<file path="src/rtl/motor_session_timer_controller_defines.svh">
// Assertion macros for the motor session timer controller.
// Depends on clk and rst_n being visible where the macros are used.
`ifndef MOTOR_SESSION_TIMER_CONTROLLER_DEFINES_SVH
`define MOTOR_SESSION_TIMER_CONTROLLER_DEFINES_SVH

// Same-cycle implication, disabled during reset
`define MSC_ASSERT_NOW(lbl, ante, cons, msg) \
    lbl: assert property (@(posedge clk) disable iff (!rst_n) (ante) |-> (cons)) \
        else $error(msg);

// Next-cycle implication, disabled during reset
`define MSC_ASSERT_NEXT(lbl, ante, cons, msg) \
    lbl: assert property (@(posedge clk) disable iff (!rst_n) (ante) |=> (cons)) \
        else $error(msg);

`endif

</file>
<file path="src/rtl/msc_pkg.sv">
// Types, codes and constants shared by the motor session timer controller.
// No dependencies.
package msc_pkg;

    localparam logic [2:0] KIND_TICK  = 3'd0;
    localparam logic [2:0] KIND_ON    = 3'd1;
    localparam logic [2:0] KIND_PLUS  = 3'd2;
    localparam logic [2:0] KIND_MINUS = 3'd3;
    localparam logic [2:0] KIND_PWM   = 3'd4;

    localparam logic [2:0] CFG_MIN_WORK   = 3'd0;
    localparam logic [2:0] CFG_MAX_WORK   = 3'd1;
    localparam logic [2:0] CFG_DIM_TICKS  = 3'd2;
    localparam logic [2:0] CFG_OFF_TICKS  = 3'd3;
    localparam logic [2:0] CFG_RAMP_STEP  = 3'd4;
    localparam logic [2:0] CFG_USES_START = 3'd5;

    localparam int PB_ON    = 0;
    localparam int PB_PLUS  = 1;
    localparam int PB_MINUS = 2;
    localparam int PB_ANY   = 3;

    localparam logic [1:0]  LOCKOUT       = 2'd3;
    localparam logic [13:0] DUTY_TOP      = 14'd10000;
    localparam logic [15:0] WORK_STEP     = 16'd10;
    localparam logic [4:0]  TICKS_PER_SEC = 5'd9;
    localparam logic [3:0]  DIM_REPEATS   = 4'd9;
    localparam logic [7:0]  PAUSE_HOLD    = 8'd5;
    localparam logic [7:0]  RESUME_HOLD   = 8'd3;
    localparam logic [15:0] BAND_LOW      = 16'd10;
    localparam logic [15:0] BAND_MID      = 16'd30;

    localparam logic [1:0] BAND_IDLE  = 2'd0;
    localparam logic [1:0] BAND_SHORT = 2'd1;
    localparam logic [1:0] BAND_MEDIUM = 2'd2;
    localparam logic [1:0] BAND_LONG  = 2'd3;

    localparam logic [15:0] MIN_WORK_RST   = 16'd60;
    localparam logic [15:0] MAX_WORK_RST   = 16'd600;
    localparam logic [15:0] DIM_TICKS_RST  = 16'd600;
    localparam logic [15:0] OFF_TICKS_RST  = 16'd3000;
    localparam logic [9:0]  RAMP_STEP_RST  = 10'd10;
    localparam logic [15:0] USES_START_RST = 16'd100;

    typedef struct packed {
        logic active;
        logic paused;
        logic dimmed;
        logic set_pause;
        logic clr_pause;
    } msc_flags_t;

    typedef struct packed {
        logic [2:0][1:0] lock;
        logic [3:0]      pend;
        logic [3:0]      tick_div;
        logic            sec_flag;
        logic [15:0]     work;
        logic [15:0]     saved_work;
        msc_flags_t      flags;
        logic [7:0]      hold;
        logic [13:0]     duty;
        logic            motor_run;
        logic            powered_off;
        logic [15:0]     uses;
        logic [15:0]     dim_cnt;
        logic [15:0]     off_cnt;
        logic [3:0]      dim_rep;
    } msc_state_t;

    typedef struct packed {
        logic [15:0] min_work;
        logic [15:0] max_work;
        logic [15:0] dim_ticks;
        logic [15:0] off_ticks;
        logic [9:0]  ramp_step;
    } msc_cfg_t;

    typedef struct packed {
        logic [13:0] motor_duty;
        logic        motor_on;
        logic [15:0] work_seconds;
        logic        session_active;
        logic        session_paused;
        logic        dimmed;
        logic        power_off;
        logic [15:0] uses_left;
        logic [1:0]  time_band;
        logic        store_uses;
    } msc_result_t;

endpackage

</file>
<file path="src/rtl/msc_if.sv">
// Valid/ready channel interfaces for events in and results out.
// Depends on nothing; field widths follow the controller's item formats.
interface msc_evt_if;
    logic       valid;
    logic       ready;
    logic [2:0] kind;
    logic       on_held;

    modport source (output valid, kind, on_held, input ready);
    modport sink   (input valid, kind, on_held, output ready);
endinterface

interface msc_res_if;
    logic        valid;
    logic        ready;
    logic [13:0] motor_duty;
    logic        motor_on;
    logic [15:0] work_seconds;
    logic        session_active;
    logic        session_paused;
    logic        dimmed;
    logic        power_off;
    logic [15:0] uses_left;
    logic [1:0]  time_band;
    logic        store_uses;

    modport source (output valid, motor_duty, motor_on, work_seconds, session_active,
                    session_paused, dimmed, power_off, uses_left, time_band, store_uses,
                    input ready);
    modport sink   (input valid, motor_duty, motor_on, work_seconds, session_active,
                    session_paused, dimmed, power_off, uses_left, time_band, store_uses,
                    output ready);
endinterface

</file>
<file path="src/rtl/msc_step.sv">
// Next-state and result logic for one event of the session timer controller.
// Depends on msc_pkg.
module msc_step
    import msc_pkg::*;
(
    input  msc_state_t  cur,
    input  msc_cfg_t    cfg,
    input  logic [2:0]  kind,
    input  logic        on_held,
    output msc_state_t  nxt,
    output msc_result_t result
);

    msc_state_t  s;
    logic        expired;
    logic        store_now;
    logic [1:0]  bidx;
    logic [4:0]  tdiv_inc;
    logic [1:0]  band;

    always_comb
    begin
        s         = cur;
        expired   = 1'b0;
        store_now = 1'b0;
        bidx      = kind[1:0] - 2'd1;
        tdiv_inc  = {1'b0, cur.tick_div} + 5'd1;

        if (!cur.powered_off)
        begin
            unique case (kind)
                KIND_TICK:
                begin
                    for (int i = 0; i < 3; i++)
                    begin
                        if (s.lock[i] != 2'd0)
                            s.lock[i] = s.lock[i] - 2'd1;
                    end
                    s.tick_div = tdiv_inc[3:0];
                    if (tdiv_inc > TICKS_PER_SEC)
                    begin
                        s.sec_flag = 1'b1;
                        s.tick_div = 4'd0;
                    end

                    if (s.dim_cnt != 16'd0)
                        s.dim_cnt = s.dim_cnt - 16'd1;
                    else
                    begin
                        s.dim_rep = s.dim_rep + 4'd1;
                        if (s.dim_rep > DIM_REPEATS)
                        begin
                            s.dim_rep      = 4'd0;
                            s.flags.dimmed = 1'b1;
                        end
                    end

                    if (s.off_cnt != 16'd0)
                        s.off_cnt = s.off_cnt - 16'd1;
                    else
                        s.powered_off = 1'b1;

                    if (!s.powered_off)
                    begin
                        if (s.flags.active)
                        begin
                            if (s.sec_flag)
                            begin
                                if (s.motor_run)
                                begin
                                    s.work = s.work - 16'd1;
                                    if (s.work == 16'd0)
                                    begin
                                        s.flags.active = 1'b0;
                                        s.flags.paused = 1'b0;
                                        expired        = 1'b1;
                                    end
                                    else
                                    begin
                                        s.dim_cnt      = cfg.dim_ticks;
                                        s.off_cnt      = cfg.off_ticks;
                                        s.flags.dimmed = 1'b0;
                                    end
                                end
                                s.sec_flag = 1'b0;
                            end
                            if (on_held)
                            begin
                                s.hold = s.hold + 8'd1;
                                if (!s.flags.paused)
                                begin
                                    if (s.hold == PAUSE_HOLD)
                                    begin
                                        s.flags.set_pause = 1'b1;
                                        s.flags.clr_pause = 1'b0;
                                        s.duty            = 14'd0;
                                        s.motor_run       = 1'b0;
                                        s.pend            = 4'd0;
                                    end
                                end
                                else if (s.hold == RESUME_HOLD)
                                begin
                                    s.flags.clr_pause = 1'b1;
                                    s.flags.set_pause = 1'b0;
                                    s.motor_run       = 1'b1;
                                    s.duty            = 14'd0;
                                end
                            end
                            else
                            begin
                                s.hold = 8'd0;
                                if (s.flags.set_pause)
                                    s.flags.paused = 1'b1;
                                if (s.flags.clr_pause)
                                    s.flags.paused = 1'b0;
                                s.flags.set_pause = 1'b0;
                                s.flags.clr_pause = 1'b0;
                            end
                        end

                        if (s.pend[PB_ANY])
                        begin
                            if (s.flags.dimmed)
                            begin
                                if (s.pend[PB_PLUS] || s.pend[PB_MINUS])
                                begin
                                    s.dim_cnt      = cfg.dim_ticks;
                                    s.off_cnt      = cfg.off_ticks;
                                    s.pend         = 4'd0;
                                    s.flags.dimmed = 1'b0;
                                end
                            end
                            else
                            begin
                                if (s.pend[PB_PLUS] && (s.work < cfg.max_work))
                                begin
                                    s.work          = s.work + WORK_STEP;
                                    s.flags.dimmed  = 1'b0;
                                    s.pend[PB_PLUS] = 1'b0;
                                end
                                if (s.pend[PB_MINUS] && (s.work > cfg.min_work))
                                begin
                                    s.work           = s.work - WORK_STEP;
                                    s.flags.dimmed   = 1'b0;
                                    s.pend[PB_MINUS] = 1'b0;
                                end
                                if (s.pend[PB_ON])
                                begin
                                    if (!s.flags.active)
                                    begin
                                        if (s.uses != 16'd0)
                                            s.uses = s.uses - 16'd1;
                                        if (s.uses != 16'd0)
                                        begin
                                            store_now      = 1'b1;
                                            s.tick_div     = 4'd0;
                                            s.flags.active = 1'b1;
                                            s.saved_work   = s.work;
                                            s.sec_flag     = 1'b0;
                                            s.motor_run    = 1'b1;
                                            s.duty         = 14'd0;
                                        end
                                        s.flags.dimmed = 1'b0;
                                    end
                                    s.pend[PB_ON] = 1'b0;
                                end
                                s.dim_cnt = cfg.dim_ticks;
                                s.off_cnt = cfg.off_ticks;
                            end
                            s.pend[PB_ANY] = 1'b0;
                        end

                        if (expired)
                        begin
                            s.work         = s.saved_work;
                            s.dim_cnt      = cfg.dim_ticks;
                            s.off_cnt      = cfg.off_ticks;
                            s.flags.dimmed = 1'b0;
                            s.duty         = 14'd0;
                            s.motor_run    = 1'b0;
                            s.pend         = 4'd0;
                        end
                    end
                end
                KIND_ON, KIND_PLUS, KIND_MINUS:
                begin
                    if (!s.motor_run
                        && ((bidx == 2'd0) ? !s.flags.dimmed
                                           : (s.flags.dimmed || !s.flags.active))
                        && (s.lock[bidx] == 2'd0))
                    begin
                        s.pend[bidx]   = 1'b1;
                        s.pend[PB_ANY] = 1'b1;
                        s.lock[bidx]   = LOCKOUT;
                    end
                end
                KIND_PWM:
                begin
                    if (s.motor_run && (s.duty <= DUTY_TOP))
                        s.duty = s.duty + {4'd0, cfg.ramp_step};
                end
                default:
                begin
                end
            endcase
        end

        priority if (!s.flags.active)
            band = BAND_IDLE;
        else if (s.work < BAND_LOW)
            band = BAND_SHORT;
        else if (s.work < BAND_MID)
            band = BAND_MEDIUM;
        else
            band = BAND_LONG;

        nxt                   = s;
        result.motor_duty     = s.duty;
        result.motor_on       = s.motor_run;
        result.work_seconds   = s.work;
        result.session_active = s.flags.active;
        result.session_paused = s.flags.paused;
        result.dimmed         = s.flags.dimmed;
        result.power_off      = s.powered_off;
        result.uses_left      = s.uses;
        result.time_band      = band;
        result.store_uses     = store_now;
    end

endmodule

</file>
<file path="src/rtl/motor_session_timer_controller.sv">
// Top level of the motor session timer controller: state, settings and result register.
// Depends on msc_pkg, msc_if.sv, msc_step and the assertion macro header.
//
// Takes one event (tick, button edge or PWM period) per clock and returns exactly one
// result for it, registered in the cycle after the transfer. The event channel is ready
// whenever the result register is empty or its result is taken in the same cycle, so
// with a ready consumer the sustained rate is one event per cycle; the session state
// update is a single pass of logic from the state register to its next value. Settings
// must be written via the cfg port only while no event is in flight, which the block
// does not enforce; writing the minimum, dim, off or uses setting reloads its counter.
`include "motor_session_timer_controller_defines.svh"

module motor_session_timer_controller
    import msc_pkg::*;
(
    input  logic         clk,
    input  logic         rst_n,
    input  logic         cfg_wr_en,
    input  logic [2:0]   cfg_index,
    input  logic [15:0]  cfg_wdata,
    msc_evt_if.sink      evt,
    msc_res_if.source    res
);

    msc_state_t  st_reg;
    msc_state_t  st_next;
    msc_cfg_t    cfg_reg;
    msc_result_t res_reg;
    msc_result_t res_next;
    logic        res_valid_reg;
    logic        evt_xfer;

    assign evt.ready = !res_valid_reg || res.ready;
    assign evt_xfer  = evt.valid && evt.ready;

    msc_step u_step (
        .cur     (st_reg),
        .cfg     (cfg_reg),
        .kind    (evt.kind),
        .on_held (evt.on_held),
        .nxt     (st_next),
        .result  (res_next)
    );

    always_ff @(posedge clk or negedge rst_n)
    begin
        if (!rst_n)
        begin
            cfg_reg.min_work  <= MIN_WORK_RST;
            cfg_reg.max_work  <= MAX_WORK_RST;
            cfg_reg.dim_ticks <= DIM_TICKS_RST;
            cfg_reg.off_ticks <= OFF_TICKS_RST;
            cfg_reg.ramp_step <= RAMP_STEP_RST;
            st_reg            <= '{work:    MIN_WORK_RST,
                                   uses:    USES_START_RST,
                                   dim_cnt: DIM_TICKS_RST,
                                   off_cnt: OFF_TICKS_RST,
                                   default: '0};
            res_valid_reg     <= 1'b0;
        end
        else
        begin
            if (cfg_wr_en)
            begin
                unique case (cfg_index)
                    CFG_MIN_WORK:
                    begin
                        cfg_reg.min_work <= cfg_wdata;
                        st_reg.work      <= cfg_wdata;
                    end
                    CFG_MAX_WORK:
                        cfg_reg.max_work <= cfg_wdata;
                    CFG_DIM_TICKS:
                    begin
                        cfg_reg.dim_ticks <= cfg_wdata;
                        st_reg.dim_cnt    <= cfg_wdata;
                    end
                    CFG_OFF_TICKS:
                    begin
                        cfg_reg.off_ticks <= cfg_wdata;
                        st_reg.off_cnt    <= cfg_wdata;
                    end
                    CFG_RAMP_STEP:
                        cfg_reg.ramp_step <= cfg_wdata[9:0];
                    CFG_USES_START:
                        st_reg.uses <= cfg_wdata;
                    default:
                    begin
                    end
                endcase
            end
            else if (evt_xfer)
                st_reg <= st_next;

            if (evt_xfer)
                res_valid_reg <= 1'b1;
            else if (res.ready)
                res_valid_reg <= 1'b0;
        end
    end

    always_ff @(posedge clk)
    begin
        if (evt_xfer)
            res_reg <= res_next;
    end

    assign res.valid          = res_valid_reg;
    assign res.motor_duty     = res_reg.motor_duty;
    assign res.motor_on       = res_reg.motor_on;
    assign res.work_seconds   = res_reg.work_seconds;
    assign res.session_active = res_reg.session_active;
    assign res.session_paused = res_reg.session_paused;
    assign res.dimmed         = res_reg.dimmed;
    assign res.power_off      = res_reg.power_off;
    assign res.uses_left      = res_reg.uses_left;
    assign res.time_band      = res_reg.time_band;
    assign res.store_uses     = res_reg.store_uses;

    `MSC_ASSERT_NEXT(a_off_latched, st_reg.powered_off, st_reg.powered_off, "power-off dropped")
    `MSC_ASSERT_NOW(a_motor_in_session, st_reg.motor_run, st_reg.flags.active, "motor outside session")
    `MSC_ASSERT_NOW(a_duty_idle, !st_reg.motor_run, st_reg.duty == 14'd0, "duty left while stopped")
    `MSC_ASSERT_NOW(a_no_overrun, res_valid_reg && !res.ready, !evt.ready, "result overwritten")

endmodule
</file>
<file path="src/flat_wrapper.sv">
// flat-port wrapper written by rule: the top's interface ports become plain ports
module motor_session_timer_controller_flat import msc_pkg::*;
  (clk, rst_n, cfg_wr_en, cfg_index, cfg_wdata, evt_valid, evt_kind, evt_on_held, evt_ready, res_valid, res_motor_duty, res_motor_on, res_work_seconds, res_session_active, res_session_paused, res_dimmed, res_power_off, res_uses_left, res_time_band, res_store_uses, res_ready);
  msc_evt_if evt_i ();
  msc_res_if res_i ();
  input  logic clk;
  input  logic rst_n;
  input  logic cfg_wr_en;
  input  logic [2:0] cfg_index;
  input  logic [15:0] cfg_wdata;
  input wire logic [$bits(evt_i.valid)-1:0] evt_valid;
  input wire logic [$bits(evt_i.kind)-1:0] evt_kind;
  input wire logic [$bits(evt_i.on_held)-1:0] evt_on_held;
  output wire logic [$bits(evt_i.ready)-1:0] evt_ready;
  output wire logic [$bits(res_i.valid)-1:0] res_valid;
  output wire logic [$bits(res_i.motor_duty)-1:0] res_motor_duty;
  output wire logic [$bits(res_i.motor_on)-1:0] res_motor_on;
  output wire logic [$bits(res_i.work_seconds)-1:0] res_work_seconds;
  output wire logic [$bits(res_i.session_active)-1:0] res_session_active;
  output wire logic [$bits(res_i.session_paused)-1:0] res_session_paused;
  output wire logic [$bits(res_i.dimmed)-1:0] res_dimmed;
  output wire logic [$bits(res_i.power_off)-1:0] res_power_off;
  output wire logic [$bits(res_i.uses_left)-1:0] res_uses_left;
  output wire logic [$bits(res_i.time_band)-1:0] res_time_band;
  output wire logic [$bits(res_i.store_uses)-1:0] res_store_uses;
  input wire logic [$bits(res_i.ready)-1:0] res_ready;
  assign evt_i.valid = evt_valid;
  assign evt_i.kind = evt_kind;
  assign evt_i.on_held = evt_on_held;
  assign evt_ready = evt_i.ready;
  assign res_valid = res_i.valid;
  assign res_motor_duty = res_i.motor_duty;
  assign res_motor_on = res_i.motor_on;
  assign res_work_seconds = res_i.work_seconds;
  assign res_session_active = res_i.session_active;
  assign res_session_paused = res_i.session_paused;
  assign res_dimmed = res_i.dimmed;
  assign res_power_off = res_i.power_off;
  assign res_uses_left = res_i.uses_left;
  assign res_time_band = res_i.time_band;
  assign res_store_uses = res_i.store_uses;
  assign res_i.ready = res_ready;
  motor_session_timer_controller u_core (.clk(clk), .rst_n(rst_n), .cfg_wr_en(cfg_wr_en), .cfg_index(cfg_index), .cfg_wdata(cfg_wdata), .evt(evt_i), .res(res_i));
endmodule
</file>
<file path="config.mk">
export PLATFORM = sky130hd
export DESIGN_NAME = motor_session_timer_controller_flat
export DESIGN_NICKNAME = d
export VERILOG_FILES = /design/src/rtl/msc_pkg.sv /design/src/rtl/msc_if.sv /design/src/rtl/msc_step.sv /design/src/rtl/motor_session_timer_controller.sv /design/src/flat_wrapper.sv
export VERILOG_INCLUDE_DIRS = /design/src /design/src/rtl
export SDC_FILE = /design/constraint.sdc
export NUM_CORES = 1
export LEC_CHECK = 0
export BUFFER_PORTS_ARGS = -buffer_cell sky130_fd_sc_hd__buf_4
export CAP_MARGIN = 30
export CELL_PAD_IN_SITES_DETAIL_PLACEMENT = 1
export CELL_PAD_IN_SITES_GLOBAL_PLACEMENT = 2
export CORE_MARGIN = 2
export CORE_UTILIZATION = 42
export CTS_CLUSTER_SIZE = 12
export DETAILED_ROUTE_END_ITERATION = 7
export GPL_TIMING_DRIVEN = 0
export PLACE_DENSITY_LB_ADDON = 0.1
export SLEW_MARGIN = 10
export SYNTH_ARGS = -nofsm -noshare
export SYNTH_HDL_FRONTEND = slang
export SYNTH_SLANG_ARGS = --single-unit
export TNS_END_PERCENT = 30
</file>
<file path="constraint.sdc">
create_clock -name clk -period 20.8 [get_ports clk]
set_clock_uncertainty 0.1 [all_clocks]
set_input_delay 3.12 -clock clk [delete_from_list [all_inputs] [get_ports clk]]
set_output_delay 3.12 -clock clk [all_outputs]
set_load 0.02 [all_outputs]
</file>
# ---- Word-level counts from Yosys, hierarchy flattened
# Cells that the tools add are included.
# Widths: inputs -> output; s select.
dict set report classes {
  n_addsub 14
  n_eq_ne 24
  mul 0
  n_div 0
  n_shift 0
  muxes 136
  reduce_logical 52
  order_cmp 9
  n_bitwise 10
}
# operator count
set op_table {}
lappend op_table {{$mux 16} 28}
lappend op_table {{$mux 113} 2}
lappend op_table {{$mux 32} 7}
lappend op_table {{$mux 15} 10}
lappend op_table {{$mux 48} 3}
lappend op_table {{$mux 17} 7}
lappend op_table {{$mux 28} 4}
lappend op_table {{$mux 69} 1}
lappend op_table {{$reduce_bool 16->1} 4}
lappend op_table {{$sub 16x1->16 const B} 4}
lappend op_table {{$mux 54} 1}
lappend op_table {{$mux 45} 1}
lappend op_table {{$mux 41} 1}
lappend op_table {{$mux 4} 10}
lappend op_table {{$mux 38} 1}
lappend op_table {{$mux 5} 6}
lappend op_table {{$reduce_and 6->1} 5}
lappend op_table {{$mux 1} 29}
lappend op_table {{$pmux 14 s2} 1}
lappend op_table {{$mux 3} 8}
lappend op_table {{$mux 10} 2}
lappend op_table {{$pmux 10 s2} 1}
lappend op_table {{$mux 2} 9}
lappend op_table {{$add 16x4->16 const B} 1}
lappend op_table {{other kinds (46)} 99}
dict set report totals {
  mem_bits_rw 0
  n_memories 0
  reg_bits 257
  output_inout_bits 56
  latch_bits 0
  rom_bits 0
  in_bits 28
  word_cells 283
}

# ---- Logic depth before layout (Yosys ltp)
# Gate-level depths: netlist of the first run.
dict set report logic_depth {
  depth_word 39
  depth_mapped 35
}

# ---- Cells and area by module
# From an unflattened synthesis of the first run, not the netlist that was laid out.
dict set report hier_totals {
  hier_cells 1811
  hier_area_um2 17349.1
}
# module cells_each instances area_each_um2
set by_module_without_submodules {}
lappend by_module_without_submodules {motor_session_timer_controller 592 1 9601.7}
lappend by_module_without_submodules {msc_step 1219 1 7747.4}

# ---- Worst setup path after synthesis of the first run
# No wires, ideal clock.
dict set report synth_timing {
  path_type {input port to flip-flop}
  start {input port evt_on_held}
  end {register u_core.res_reg (netlist bit u_core.res.time_band[0]) (data pin)}
  setup_time_ns 0.275
  required_ns 20.425
  arrival_ns 7.630
  path_buffers 1
  slack_ns 12.795
  path_stages 21
  path_cell_list {clkbuf_1 > nand2_1 > nor2_1 > and4_1 > o2bb2ai_1 > or4_4 > or4_1 > and2_1 > ha_1 > and4_1 > nand4_1 > o21ai_0 > a31oi_1 > o211a_1 > o211ai_2 > a21oi_1 > nand3_1 > a32o_1 > a211o_1 > nor4b_4 > a41oi_2}
}
dict set report synth_via {
  elab_chain_len 27
  elab_cells_between_ends 29
  classes_between {1 x add/sub; 3 x order compare; 23 x mux; 2 x reduce/logical}
}
# element line
set synth_lines {}
lappend synth_lines {{start, declared} flat_wrapper.sv:13} ;# input wire logic [$bits(evt_i.on_held)-1:0] evt_on_held;
lappend synth_lines {{$mux 4 (*)} msc_step.sv:87} ;# if (on_held)
lappend synth_lines {{$mux 4 (*)} msc_step.sv:65} ;# if (s.flags.active)
lappend synth_lines {{$mux 4 (*)} msc_step.sv:63} ;# if (!s.powered_off)
lappend synth_lines {{$mux 4 (*)} msc_step.sv:31} ;# unique case (kind)
lappend synth_lines {{$mux 4 (*)} msc_step.sv:29} ;# if (!cur.powered_off)
lappend synth_lines {{$logic_and 1x1->1} msc_step.sv:135} ;# if (s.pend[PB_PLUS] && (s.work < cfg.max_work))
lappend synth_lines {{$mux 16} msc_step.sv:135}
lappend synth_lines {{$mux 16} msc_step.sv:123} ;# if (s.flags.dimmed)
lappend synth_lines {{[11 not listed]} --}
lappend synth_lines {{$mux 41 (*)} msc_step.sv:121} ;# if (s.pend[PB_ANY])
lappend synth_lines {{$mux 16} msc_step.sv:173} ;# if (expired)
lappend synth_lines {{$mux 69 (*)} msc_step.sv:63}
lappend synth_lines {{$mux 45 (*)} msc_step.sv:31}
lappend synth_lines {{$mux 113 (*)} msc_step.sv:29}
lappend synth_lines {{$lt 16x5->1} msc_step.sv:212} ;# else if (s.work < BAND_MID)
lappend synth_lines {{$mux 1} msc_step.sv:212}
lappend synth_lines {{$mux 1} msc_step.sv:210} ;# else if (s.work < BAND_LOW)
lappend synth_lines {{end signal, assigned} motor_session_timer_controller.sv:105} ;# res_reg <= res_next;
lappend synth_lines {{end, declared} motor_session_timer_controller.sv:28} ;# msc_result_t res_reg;
# Mark *: on every way between the ends. The rest lies on a longest branch, timed or not. The select of a mux whose other input is x is not followed.
# A chain may end at the register's enable or synchronous reset.

# ---- Final worst setup path of the first run
dict set report layout_timing {
  start {register u_core.st_reg[114] (netlist name)}
  end {register u_core.res_reg (netlist bit u_core.res.time_band[0]) (data pin)}
}
dict set report layout_via {
  elab_chain_len 38
  elab_cells_between_ends 56
  classes_between {3 x add/sub; 5 x order compare; 46 x mux; 2 x reduce/logical}
}
# element line
set layout_lines {}
lappend layout_lines {{start, declared} motor_session_timer_controller.sv:25} ;# msc_state_t st_reg;
lappend layout_lines {{start signal, assigned} motor_session_timer_controller.sv:54} ;# st_reg <= '{work: MIN_WORK_RST,
lappend layout_lines {{start signal, assigned} motor_session_timer_controller.sv:93} ;# st_reg <= st_next;
lappend layout_lines {{$add 4x1->5 (*)} msc_step.sv:27} ;# tdiv_inc = {1'b0, cur.tick_div} + 5'd1;
lappend layout_lines {{$gt 5x4->1 (*)} msc_step.sv:40} ;# if (tdiv_inc > TICKS_PER_SEC)
lappend layout_lines {{$mux 5 (*)} msc_step.sv:40}
lappend layout_lines {{$mux 5 (*)} msc_step.sv:31}
lappend layout_lines {{$mux 5 (*)} msc_step.sv:29}
lappend layout_lines {{parallel branches: the longest is 27 deep, another holds $lt 16x16->1} --}
lappend layout_lines {{$mux 69 (*)} msc_step.sv:63}
lappend layout_lines {{$mux 45 (*)} msc_step.sv:31}
lappend layout_lines {{$mux 113 (*)} msc_step.sv:29}
lappend layout_lines {{$lt 16x5->1} msc_step.sv:212}
lappend layout_lines {{$mux 1} msc_step.sv:212}
lappend layout_lines {{$mux 1} msc_step.sv:210}
# Mark *: on every way between the ends. The select of a mux whose other input is x is not followed.

==> run_results.csv, run 1 <==
group,metric,value,unit
global_route,top_usage_layer,"met2",
pwr,p_leak,7.90,nW
worst_setup_path,cp_max_fo,10,
worst_setup_path,worstRegToRegCells,32,
min_path,hold_start,"u_core.st_reg[122]",
pwr,share_comb_of_total_power,30.5,%
place,post_dp_cell_area,17700,sq um
place,placed_cells,2449,
routing,vias,14900,
sta,hold_slack,0.371,ns
sta,finalCritPeriodShare,51.3,%
sta,relSlewSlack,31.6,%
pwr,pwr-share-seq,36.2,%
cells_and_area,syn_to_final_growth,15.2,%
logic_synthesis,syn_area_per_cell,8.87,sq um
die,boundaryPins,84,
die,dieWidth,201,um
worst_setup_path,r2r-start,"u_core.st_reg[114]",
die,core_area,38600,sq um
pwr,switching_power,0.000644,W
cells_and_area,drive_gt1_share,14.0,%
global_route,grt_overflow,0,
cells_and_area,diodes,0,
clocking,clock_latency,0.55,ns
global_route,grt_usage,29.7,%
worst_setup_path,r2r-end,"u_core.res.time_band[0]",
global_route,antenna_found_initial,0,
cells_and_area,largest_register_ffs,128,
logic_synthesis,synth-edff-count,54,
clocking,clock_sinks,257,
sta,grt_setup_unrepaired,"false",
sta,hold_viol,0,
die,die_h,201,um
global_route,use_met1,41.4,%
sta,setup_viol,0,
logic_synthesis,synth_ff_type,"dfrtp_1",
worst_setup_path,r2r_slack,10.14,ns
logic_synthesis,syn_nets,1939,
place,dp_hpwl,44000,um
clocking,cts_hold_buffers,0,
worst_setup_path,cpLargestDelayFamily,"simple AND/OR/NAND/NOR gates",
logic_synthesis,ys_seq_area_share,41.2,%
worst_setup_path,cp-end-kind,"flip-flop",
sta,fmax,93.8,MHz
sta,drv_slew,0,
logic_synthesis,ys_warn_count,0,
pwr,netSwitchingFraction,35.5,%
logic_synthesis,ys_seq_elements,257,
worst_setup_path,critical_path_class,"reg -> reg",
sta,tightest_slew,1.02,ns
place,io_buffers,78,
routing,wirelength,59700,um
die,start_util,42.5,%
routing,drc,0,
run_status,status,"finished, final reports clean",
worst_setup_path,crit_required,20.95,ns
clocking,cts_buffers,34,
worst_setup_path,cp-start-kind,"flip-flop",
die,rows,72,
worst_setup_path,arrival,10.81,ns
global_route,grt_max_degree,78,
logic_synthesis,synth_area,16400,sq um
sta,setup_tns,0,ns
worst_setup_path,max_stage_delay,0.77,ns
cells_and_area,nets,2063,
pwr,clkPwrFrac,33.3,%
cells_and_area,final_cell_area,18800,sq um
routing,drtIter0Drc,875,
sta,layout_min_cycle_time,10.66,ns
global_route,use_met2,47.7,%
global_route,grt_pass1_vias,15400,
pwr,peakVddDrop,0.0663,mV
routing,via_per_inst,5.95,
cells_and_area,final_cell_count_no_fill,2513,
clocking,cts_buffer_depth,3,
min_path,hold_path_class,"reg -> reg",
global_route,grt_pass1_wl,92900,um
place,gp_congestion,0.902,
logic_synthesis,synthCells,1845,
pwr,powerDensity,96.2,nW/um^2
pwr,p_int,0.00117,W
clocking,root_buffer,"clkbuf_16",
clocking,post_cts_resized,0,
worst_setup_path,crit_buf_inv,3,
clocking,cts_setup_buffers,0,
place,place_ws,10.35,ns
sta,fin_ws,10.14,ns
routing,routedWlPerCell,23.8,um
flow_run,cap_violations,0,
clocking,clk_pin_slew_worst_paths,0.05,ns
min_path,whs_path_depth,1,
logic_synthesis,ys_async_sr_fraction,79.0,%
worst_setup_path,crit_top_cell,"ha_1",
logic_synthesis,synth.distinct_cells,94,
routing,ant_nets,0,
worst_setup_path,slowest_stage,"nor4_2",
clocking,htree_levels,2,
routing,dr.pass1.iters,5,
clocking,cts_tree,"yes",
min_path,holdPathEnd,"u_core.st_reg[122]",
global_route,grt_use_met3,4.00,%
die,die-area,40600,sq um
[through the flow]
step	util, %	power [W]
finish	48.9	0.00181
global route	48.9	0.00191
CTS	48.8	0.00182
detailed placement	45.9	0.00121
global placement	45.7	0.00118
floorplan	-	0.00103
[layout by cell type (no fill, tap or decap), drive strengths merged, types with 7 or more instances in the layout]
cell type	instances
or2	9
dfstp	39
buf	99
a22o	10
o211ai	10
nor4	22
and3	13
o21a	7
a22oi	25
ha	65
or3	17
xnor2	56
clkinv	12
and2	19
nand2b	18
o21ai	135
nor3	52
o21bai	14
edfxtp	54
clkbuf	130
nor2	160
mux2	57
nand4	17
nor3b	8
mux2i	17
xor2	29
nand3	52
a31oi	18
dfrtp	164
o31ai	21
a211oi	23
a41oi	7
a221o	16
or4	12
inv	108
nand2	230
a21oi	123
a21o	17
nor2b	13
[final cells by class]
| class | count | area (sq um) |
|---|---|---|
| Clock inverter | 18 | 180 |
| Buffer | 98 | 390 |
| Timing Repair Buffer | 88 | 701 |
| Multi-Input combinational cell | 1385 | 8840 |
| Tap cell | 518 | 648 |
| Sequential cell | 257 | 6750 |
| Clock buffer | 44 | 940 |
| Inverter | 105 | 397 |
| Fill cell | 4588 | 19700 |
[synth_stat cells, types with 14 or more instances]
master	number	area [sq um]
nand2_1	230	863
dfrtp_1	164	4100
nor2_1	160	601
o21ai_0	130	651
a21oi_1	123	616
inv_1	104	390
clkbuf_1	84	315
ha_1	65	813
mux2_2	57	642
xnor2_1	56	490
edfxtp_1	54	1620
nor3_1	52	260
nand3_1	51	255
dfstp_2	39	1020
xor2_1	28	245
a22oi_1	24	180
a211oi_1	22	165
o31ai_1	21	158
nor4_1	20	125
and2_1	18	113
nand2b_1	18	113
a21o_1	17	128
a31oi_1	17	106
mux2i_1	17	170
nand4_1	17	106
or3_1	17	106
a221o_1	16	160
o21bai_1	14	105
[power by group through the flow]
stage | Sequential [W] | Combinational, W | Clock (W)
after global routing | 0.000665 | 0.000615 | 0.000633
final | 0.000656 | 0.000553 | 0.000604
after CTS | 0.000655 | 0.000549 | 0.000616
after floorplan | 0.000658 | 0.000368 | 0
after detailed placement | 0.000663 | 0.000544 | 0
after global placement | 0.000660 | 0.000525 | 0
[worst register-to-register path: cells and delay by family (launching register included)]
family                     cells  cell delay, ns
xor gates and xnor gates       2            0.76
adders and majority gates      3            0.99
AOI/OAI and AO/OA             11            3.71
and+or+nand+nor               13            3.80
buffers and inverters          3            0.52
DFF                            1            0.48
[kinds of logic (layout without fill, tap and decap cells)]
logic type      count (synthesis)  after routing  synth area share (%)
compound gates                493            493                  19.7
xor+xnor                       85             85                  4.59
fa+ha+maj                      66             66                  5.09
buf+inv                       203            353                  4.79
flops                         257            257                  41.2
mux                            74             74                  4.96
simple gates                  667            667                  19.6
[metal layers]
layer	part of all wire [%]	routed length, um	vias to the layer above
li1	-	-	6898
met1	46	27200	7581
met2	46	27500	377
met3	5.4	3220	88
met4	3.0	1780	0
met5	0	0	-
[worst max path at each step]
| stage | end | slack (ns) | cells past startpoint | from |
|---|---|---|---|---|
| floorplan | u_core.res.time_band[0] | 12.80 | 21 | evt_on_held |
| global placement | u_core.res.time_band[0] | 9.71 | 32 | u_core.st_reg[114] |
| detailed placement | u_core.res.time_band[0] | 10.35 | 32 | u_core.st_reg[114] |
| CTS | u_core.res.time_band[0] | 10.29 | 33 | u_core.st_reg[114] |
| global route | u_core.res.time_band[0] | 9.30 | 32 | u_core.st_reg[114] |
| finish | u_core.res.time_band[0] | 10.14 | 32 | u_core.st_reg[114] |
(Power assumes the default switching activity.)
==> run 2, diff against run 1 <==
- ABC_AREA: not set -> 1
- CORE_UTILIZATION: 42 -> 37
- clock period: 20.8 -> 10.38 ns (I/O delays scaled with it)
==> run_results.csv, run 2 <==
group,metric,value,unit
logic_synthesis,synth_top_family_by_area,"simple AND/OR/NAND/NOR gates",
cells_and_area,final_common_cell,"nand2_1",
min_path,hold_start,"u_core.st_reg[95]",
logic_synthesis,synth-xor-area-share,2.97,%
die,rows,77,
clocking,clock_sinks,257,
routing,dr.pass1.iters,5,
global_route,grt_pass1_vias,16500,
logic_synthesis,syn_nets,2251,
logic_synthesis,ys_seq_area_share,40.9,%
pwr,netSwitchingFraction,42.0,%
worst_setup_path,max_stage_delay,0.73,ns
logic_synthesis,synthCells,2157,
logic_synthesis,synthSimpleGateAreaFrac,26.6,%
sta,tightest_slew,1.02,ns
worst_setup_path,r2r-start,"u_core.st_reg[114]",
cells_and_area,nFillCells,5545,
worst_setup_path,cp-start-kind,"flip-flop",
worst_setup_path,worstRegToRegCells,41,
global_route,grt_max_degree,100,
place,dp_hpwl,50500,um
cells_and_area,finish.utilization,43.2,%
sta,hold_viol,0,
routing,ant_nets,0,
cells_and_area,nets,2375,
place,io_buffers,82,
worst_setup_path,arrival,8.98,ns
logic_synthesis,synth-compound-area-share,16.3,%
logic_synthesis,synth-edff-count,54,
routing,vias,16000,
pwr,p_int,0.00248,W
routing,via_per_inst,5.51,
logic_synthesis,yosys.area.top_type_share,24.9,%
place,gp_congestion,0.928,
clocking,cts_buffer_depth,3,
worst_setup_path,cp_max_fo,10,
worst_setup_path,crit_required,10.57,ns
sta,fmax,114,MHz
clocking,clock_latency,0.55,ns
die,start_util,37.4,%
die,die_h,215,um
sta,relSlewSlack,31.1,%
worst_setup_path,crit_buf_inv,8,
worst_setup_path,cpLargestDelayFamily,"simple AND/OR/NAND/NOR gates",
global_route,grt_pass1_wl,99900,um
sta,layout_min_cycle_time,8.79,ns
sta,grt_setup_unrepaired,"false",
pwr,peakVddDrop,0.106,mV
clocking,cts_buffers,34,
die,core_area,44100,sq um
worst_setup_path,slowest_stage,"o21ai_0",
clocking,cts_hold_buffers,0,
pwr,share_comb_of_total_power,39.1,%
worst_setup_path,cp-end-kind,"flip-flop",
routing,drtIter0Drc,894,
global_route,grt_usage,28.4,%
flow_run,cap_violations,0,
logic_synthesis,synthAdderAreaFrac,5.05,%
global_route,antenna_found_initial,2,
logic_synthesis,synth.most_common_cell,"nand2_1",
logic_synthesis,ys_warn_count,0,
logic_synthesis,synth_area,16500,sq um
pwr,clkPwrFrac,28.2,%
logic_synthesis,synth.distinct_cells,65,
run_status,status,"finished, final reports clean",
logic_synthesis,syn_area_per_cell,7.65,sq um
min_path,hold_path_class,"reg -> reg",
sta,fin_ws,1.59,ns
clocking,cts_tree,"yes",
routing,wirelength,65400,um
place,place_ws,1.68,ns
cells_and_area,syn_to_final_growth,15.7,%
die,die-area,46300,sq um
die,dieWidth,215,um
cells_and_area,final_cell_mix,"nand2_1 (496), inv_1 (250), nor2_1 (216)",
logic_synthesis,synth_ff_type,"dfrtp_1",
worst_setup_path,r2r-end,"u_core.res.time_band[1]",
pwr,powerDensity,224,nW/um^2
min_path,holdPathEnd,"u_core.st_reg[95]",
routing,drc,0,
worst_setup_path,critical_path_class,"reg -> reg",
pwr,switching_power,0.00180,W
cells_and_area,diodes,0,
cells_and_area,drive_gt1_share,12.8,%
logic_synthesis,synth_mux_area_share,0.0607,%
global_route,grt_overflow,0,
sta,finalCritPeriodShare,84.7,%
clocking,post_cts_resized,0,
sta,drv_slew,0,
min_path,whs_path_depth,2,
sta,hold_slack,0.380,ns
logic_synthesis,ys_async_sr_fraction,79.0,%
worst_setup_path,r2r_slack,1.59,ns
pwr,p_leak,8.60,nW
logic_synthesis,yosys-top-cells-area,"dfrtp_1 (25%), nand2_1 (11%), edfxtp_1 (9.8%)",
worst_setup_path,crit_top_cell,"nand2_1",
logic_synthesis,ys_seq_elements,257,
die,boundaryPins,84,
clocking,clk_pin_slew_worst_paths,0.06,ns
routing,routedWlPerCell,22.6,um
clocking,htree_levels,2,
sta,setup_viol,0,
cells_and_area,largest_register_ffs,128,
pwr,pwr-share-seq,32.7,%
logic_synthesis,synth_top_area_cell,"dfrtp_1",
sta,setup_tns,0,ns
clocking,root_buffer,"clkbuf_16",
logic_synthesis,synth_commonest_cells,"nand2_1 (496), inv_1 (251), nor2_1 (216)",
clocking,cts_setup_buffers,0,
==> run 2: changes by cell type in the layout (fill, tap and decap cells not counted), moves of 30 or more <==
cell,before,now
nand3_1,51,108
inv_1,103,250
xnor2_1,56,12
nand4_1,17,49
mux2_2,57,0
nand2_1,230,496
a21oi_1,123,80
nor2_1,160,216
clkbuf_1,90,60
o21ai_0,130,181
==> run 2: cell families (layout without fill, tap and decap cells) <==
| kind of cell | Yosys count | in the layout |
|---|---|---|
| AOI/OAI and AO/OA | 447 | 447 |
| and+or+nand+nor | 986 | 986 |
| muxes | 1 | 1 |
| DFF | 257 | 257 |
| adders and majority gates | 66 | 66 |
| buffers and inverters | 345 | 494 |
| xor gates and xnor gates | 55 | 55 |
==> run 2: tightest hold or removal path, delay by kind of cell, from the launching register on <==
kind               cells  cell delay (ns)
AOI/OAI and AO/OA      1             0.05
and+or+nand+nor        1             0.05
DFF                    1             0.34
==> run 2: how the worst max path moves through the flow <==
stage	startpoint	endpoint	depth (start not counted)
global placement	u_core.st_reg[114]	u_core.res.time_band[0]	41
CTS	u_core.st_reg[114]	u_core.res.time_band[1]	41
finish	u_core.st_reg[114]	u_core.res.time_band[1]	41
global route	u_core.st_reg[114]	u_core.res.time_band[1]	41
floorplan	u_core.st_reg[114]	u_core.res.time_band[0]	46
detailed placement	u_core.st_reg[114]	u_core.res.time_band[1]	41
==> run 2: power by group through the flow <==
stage	clock network [W]	registers [W]	logic, W
final	0.00121	0.00140	0.00167
after global routing	0.00126	0.00142	0.00188
after CTS	0.00123	0.00140	0.00168
after detailed placement	0	0.00141	0.00167
after global placement	0	0.00141	0.00161
after floorplan	0	0.00139	0.00111
==> run 2: layout make-up <==
| type | instances | area [sq um] | area share, % |
|---|---|---|---|
| tap | 592 | 741 | 3.88 |
| inverter | 276 | 1040 | 5.46 |
| multi-input combinational | 1555 | 8410 | 44.1 |
| buffer | 69 | 295 | 1.55 |
| timing repair buffer | 88 | 723 | 3.79 |
| clock inverter | 15 | 129 | 0.675 |
| clock buffer | 46 | 990 | 5.19 |
| sequential | 257 | 6750 | 35.4 |
==> run 2: through the flow <==
stage | instance area, sq um | total power, W | instances
after floorplan | 16500 | 0.00250 | 2157
final | 19100 | 0.00428 | 2898
after CTS | 19100 | 0.00430 | 2896
after global placement | 17900 | 0.00302 | 2831
after global routing | 19100 | 0.00456 | 2898
after detailed placement | 17900 | 0.00308 | 2835
==> run 2: metal layers <==
layer,wire length (um),vias to the layer above,track usage (%),share of wire [%]
li1,-,7529,-,-
met1,29800,7937,38.3,46
met2,30000,384,45.9,46
met3,2920,116,3.71,4.5
met4,2780,0,12.3,4.2
met5,0,-,0,0
==> run 3, diff against run 2 <==
- clock period: 10.38 -> 9 ns (I/O delays scaled with it)
==> run_results.csv, run 3 (synthesized netlist as in run 2, its figures left out) <==
group,metric,value,unit
flow_run,cap_violations,0,
clocking,cts_hold_buffers,0,
die,core_area,44100,sq um
cells_and_area,diodes,0,
sta,grt_setup_unrepaired,"false",
routing,via_per_inst,5.49,
worst_setup_path,cp_max_fo,10,
pwr,peakVddDrop,0.122,mV
die,dieWidth,215,um
worst_setup_path,cp-start-kind,"flip-flop",
sta,hold_viol,0,
routing,ant_nets,0,
routing,routedWlPerCell,22.6,um
sta,setup_viol,0,
routing,dr.pass1.iters,5,
clocking,clk_pin_slew_worst_paths,0.06,ns
clocking,cts_buffers,34,
pwr,p_leak,8.60,nW
die,rows,77,
global_route,grt_pass1_vias,16500,
pwr,power.total,0.00494,W
routing,wirelength,65500,um
worst_setup_path,r2r-start,"u_core.st_reg[114]",
cells_and_area,final_common_cell,"nand2_1",
run_status,status,"finished, final reports clean",
die,start_util,37.4,%
cells_and_area,final_cell_mix,"nand2_1 (496), inv_1 (250), nor2_1 (215)",
cells_and_area,nFillCells,5544,
global_route,grt_pass1_wl,99900,um
worst_setup_path,crit_required,9.19,ns
worst_setup_path,critical_path_class,"reg -> reg",
clocking,clock_sinks,257,
worst_setup_path,crit_top_cell,"nand2_1",
routing,drtIter0Drc,907,
place,io_buffers,82,
global_route,grt_overflow,0,
sta,tightest_slew,0.994,ns
worst_setup_path,cp-end-kind,"flip-flop",
cells_and_area,largest_register_ffs,128,
clocking,cts_tree,"yes",
worst_setup_path,slowest_stage,"o21ai_1",
sta,fmax,121,MHz
die,die_h,215,um
place,gp_congestion,0.928,
place,dp_hpwl,50500,um
clocking,cts_buffer_depth,3,
pwr,powerDensity,259,nW/um^2
clocking,htree_levels,2,
die,die-area,46300,sq um
min_path,hold_start,"u_core.st_reg[95]",
sta,hold_slack,0.380,ns
min_path,hold_path_class,"reg -> reg",
sta,layout_min_cycle_time,8.28,ns
sta,drv_slew,0,
sta,setup_tns,0,ns
cells_and_area,finish.utilization,43.3,%
cells_and_area,drive_gt1_share,12.9,%
sta,finalCritPeriodShare,92.0,%
cells_and_area,syn_to_final_growth,15.7,%
clocking,root_buffer,"clkbuf_16",
cells_and_area,nets,2375,
sta,relSlewSlack,33.0,%
routing,vias,15900,
worst_setup_path,arrival,8.47,ns
global_route,antenna_found_initial,2,
routing,drc,0,
die,boundaryPins,84,
clocking,clock_latency,0.55,ns
worst_setup_path,startpoint,"u_core.st_reg[114]",
global_route,grt_max_degree,100,
worst_setup_path,max_stage_delay,0.50,ns
global_route,grt_usage,28.4,%
run 3: cell count changes in the layout (fill, tap and decap cells not counted), sizes merged:
| cell | before | now |
|---|---|---|
| clkbuf | 101 | 102 |
| buf | 102 | 101 |
run 3: power by group:
group	switching (W)	leakage [nW]	internal, W
Combinational	0.00133	5.13	0.000610
Sequential	0.000186	2.91	0.00143
Clock	0.000562	0.558	0.000831
Total	0.00207	8.60	0.00287
run 3: per-stage QoR:
| stage | std cells | area (sq um) | setup slack (ns) |
|---|---|---|---|
| final | 2898 | 19100 | 0.724 |
| after global placement | 2831 | 17900 | 0.451 |
| after detailed placement | 2835 | 17900 | 0.300 |
| after floorplan | 2157 | 16500 | 3.10 |
| after CTS | 2896 | 19100 | 0.265 |
| after global routing | 2898 | 19100 | 0.0665 |
run 3: worst max-delay path: cells and delay by family (launching register included):
kind | cells | cell delay [ns]
simple gates | 28 | 4.22
flops | 1 | 0.38
fa+ha+maj | 3 | 1.03
buf+inv | 9 | 1.16
compound gates | 3 | 1.12
run 3: layout make-up:
cell class                 count  area, sq um  area share (%)
clock inverter                15          129           0.675
tap                          592          741            3.88
clock buffer                  46          990            5.18
buffer                        69          297            1.55
inverter                     276         1040            5.45
sequential                   257         6750            35.4
multi-input combinational   1555         8420            44.1
timing repair buffer          88          723            3.79
run 3: timing repair:
| item | 4_1_cts | 5_1_grt |
|---|---|---|
| setup endpoints to repair | 0 | 3 |
| resized for setup | 0 | 4 |
| setup buffers | 0 | 0 |
run 3: path summary, 6_finish.rpt:
kind | endpoint | slack [ns] | cells past startpoint
setup reg to reg | u_core.res.time_band[1] | 0.72 | 43
setup / recovery | u_core.res.time_band[1] | 0.72 | 43
min in group asynchronous | u_core.st_reg[94] | 0.60 | 1
max in group asynchronous | u_core.st_reg[2] | 7.31 | 2
hold reg to reg | u_core.st_reg[95] | 0.38 | 2
hold / removal | u_core.st_reg[95] | 0.38 | 2
run 3: layer usage:
| layer | global-route usage (%) | up-vias | share of wire [%] |
|---|---|---|---|
| li1 | - | 7525 | - |
| met1 | 38.3 | 7908 | 46 |
| met2 | 45.9 | 372 | 46 |
| met3 | 3.71 | 114 | 4.4 |
| met4 | 12.3 | 0 | 4.2 |
| met5 | 0 | - | 0 |
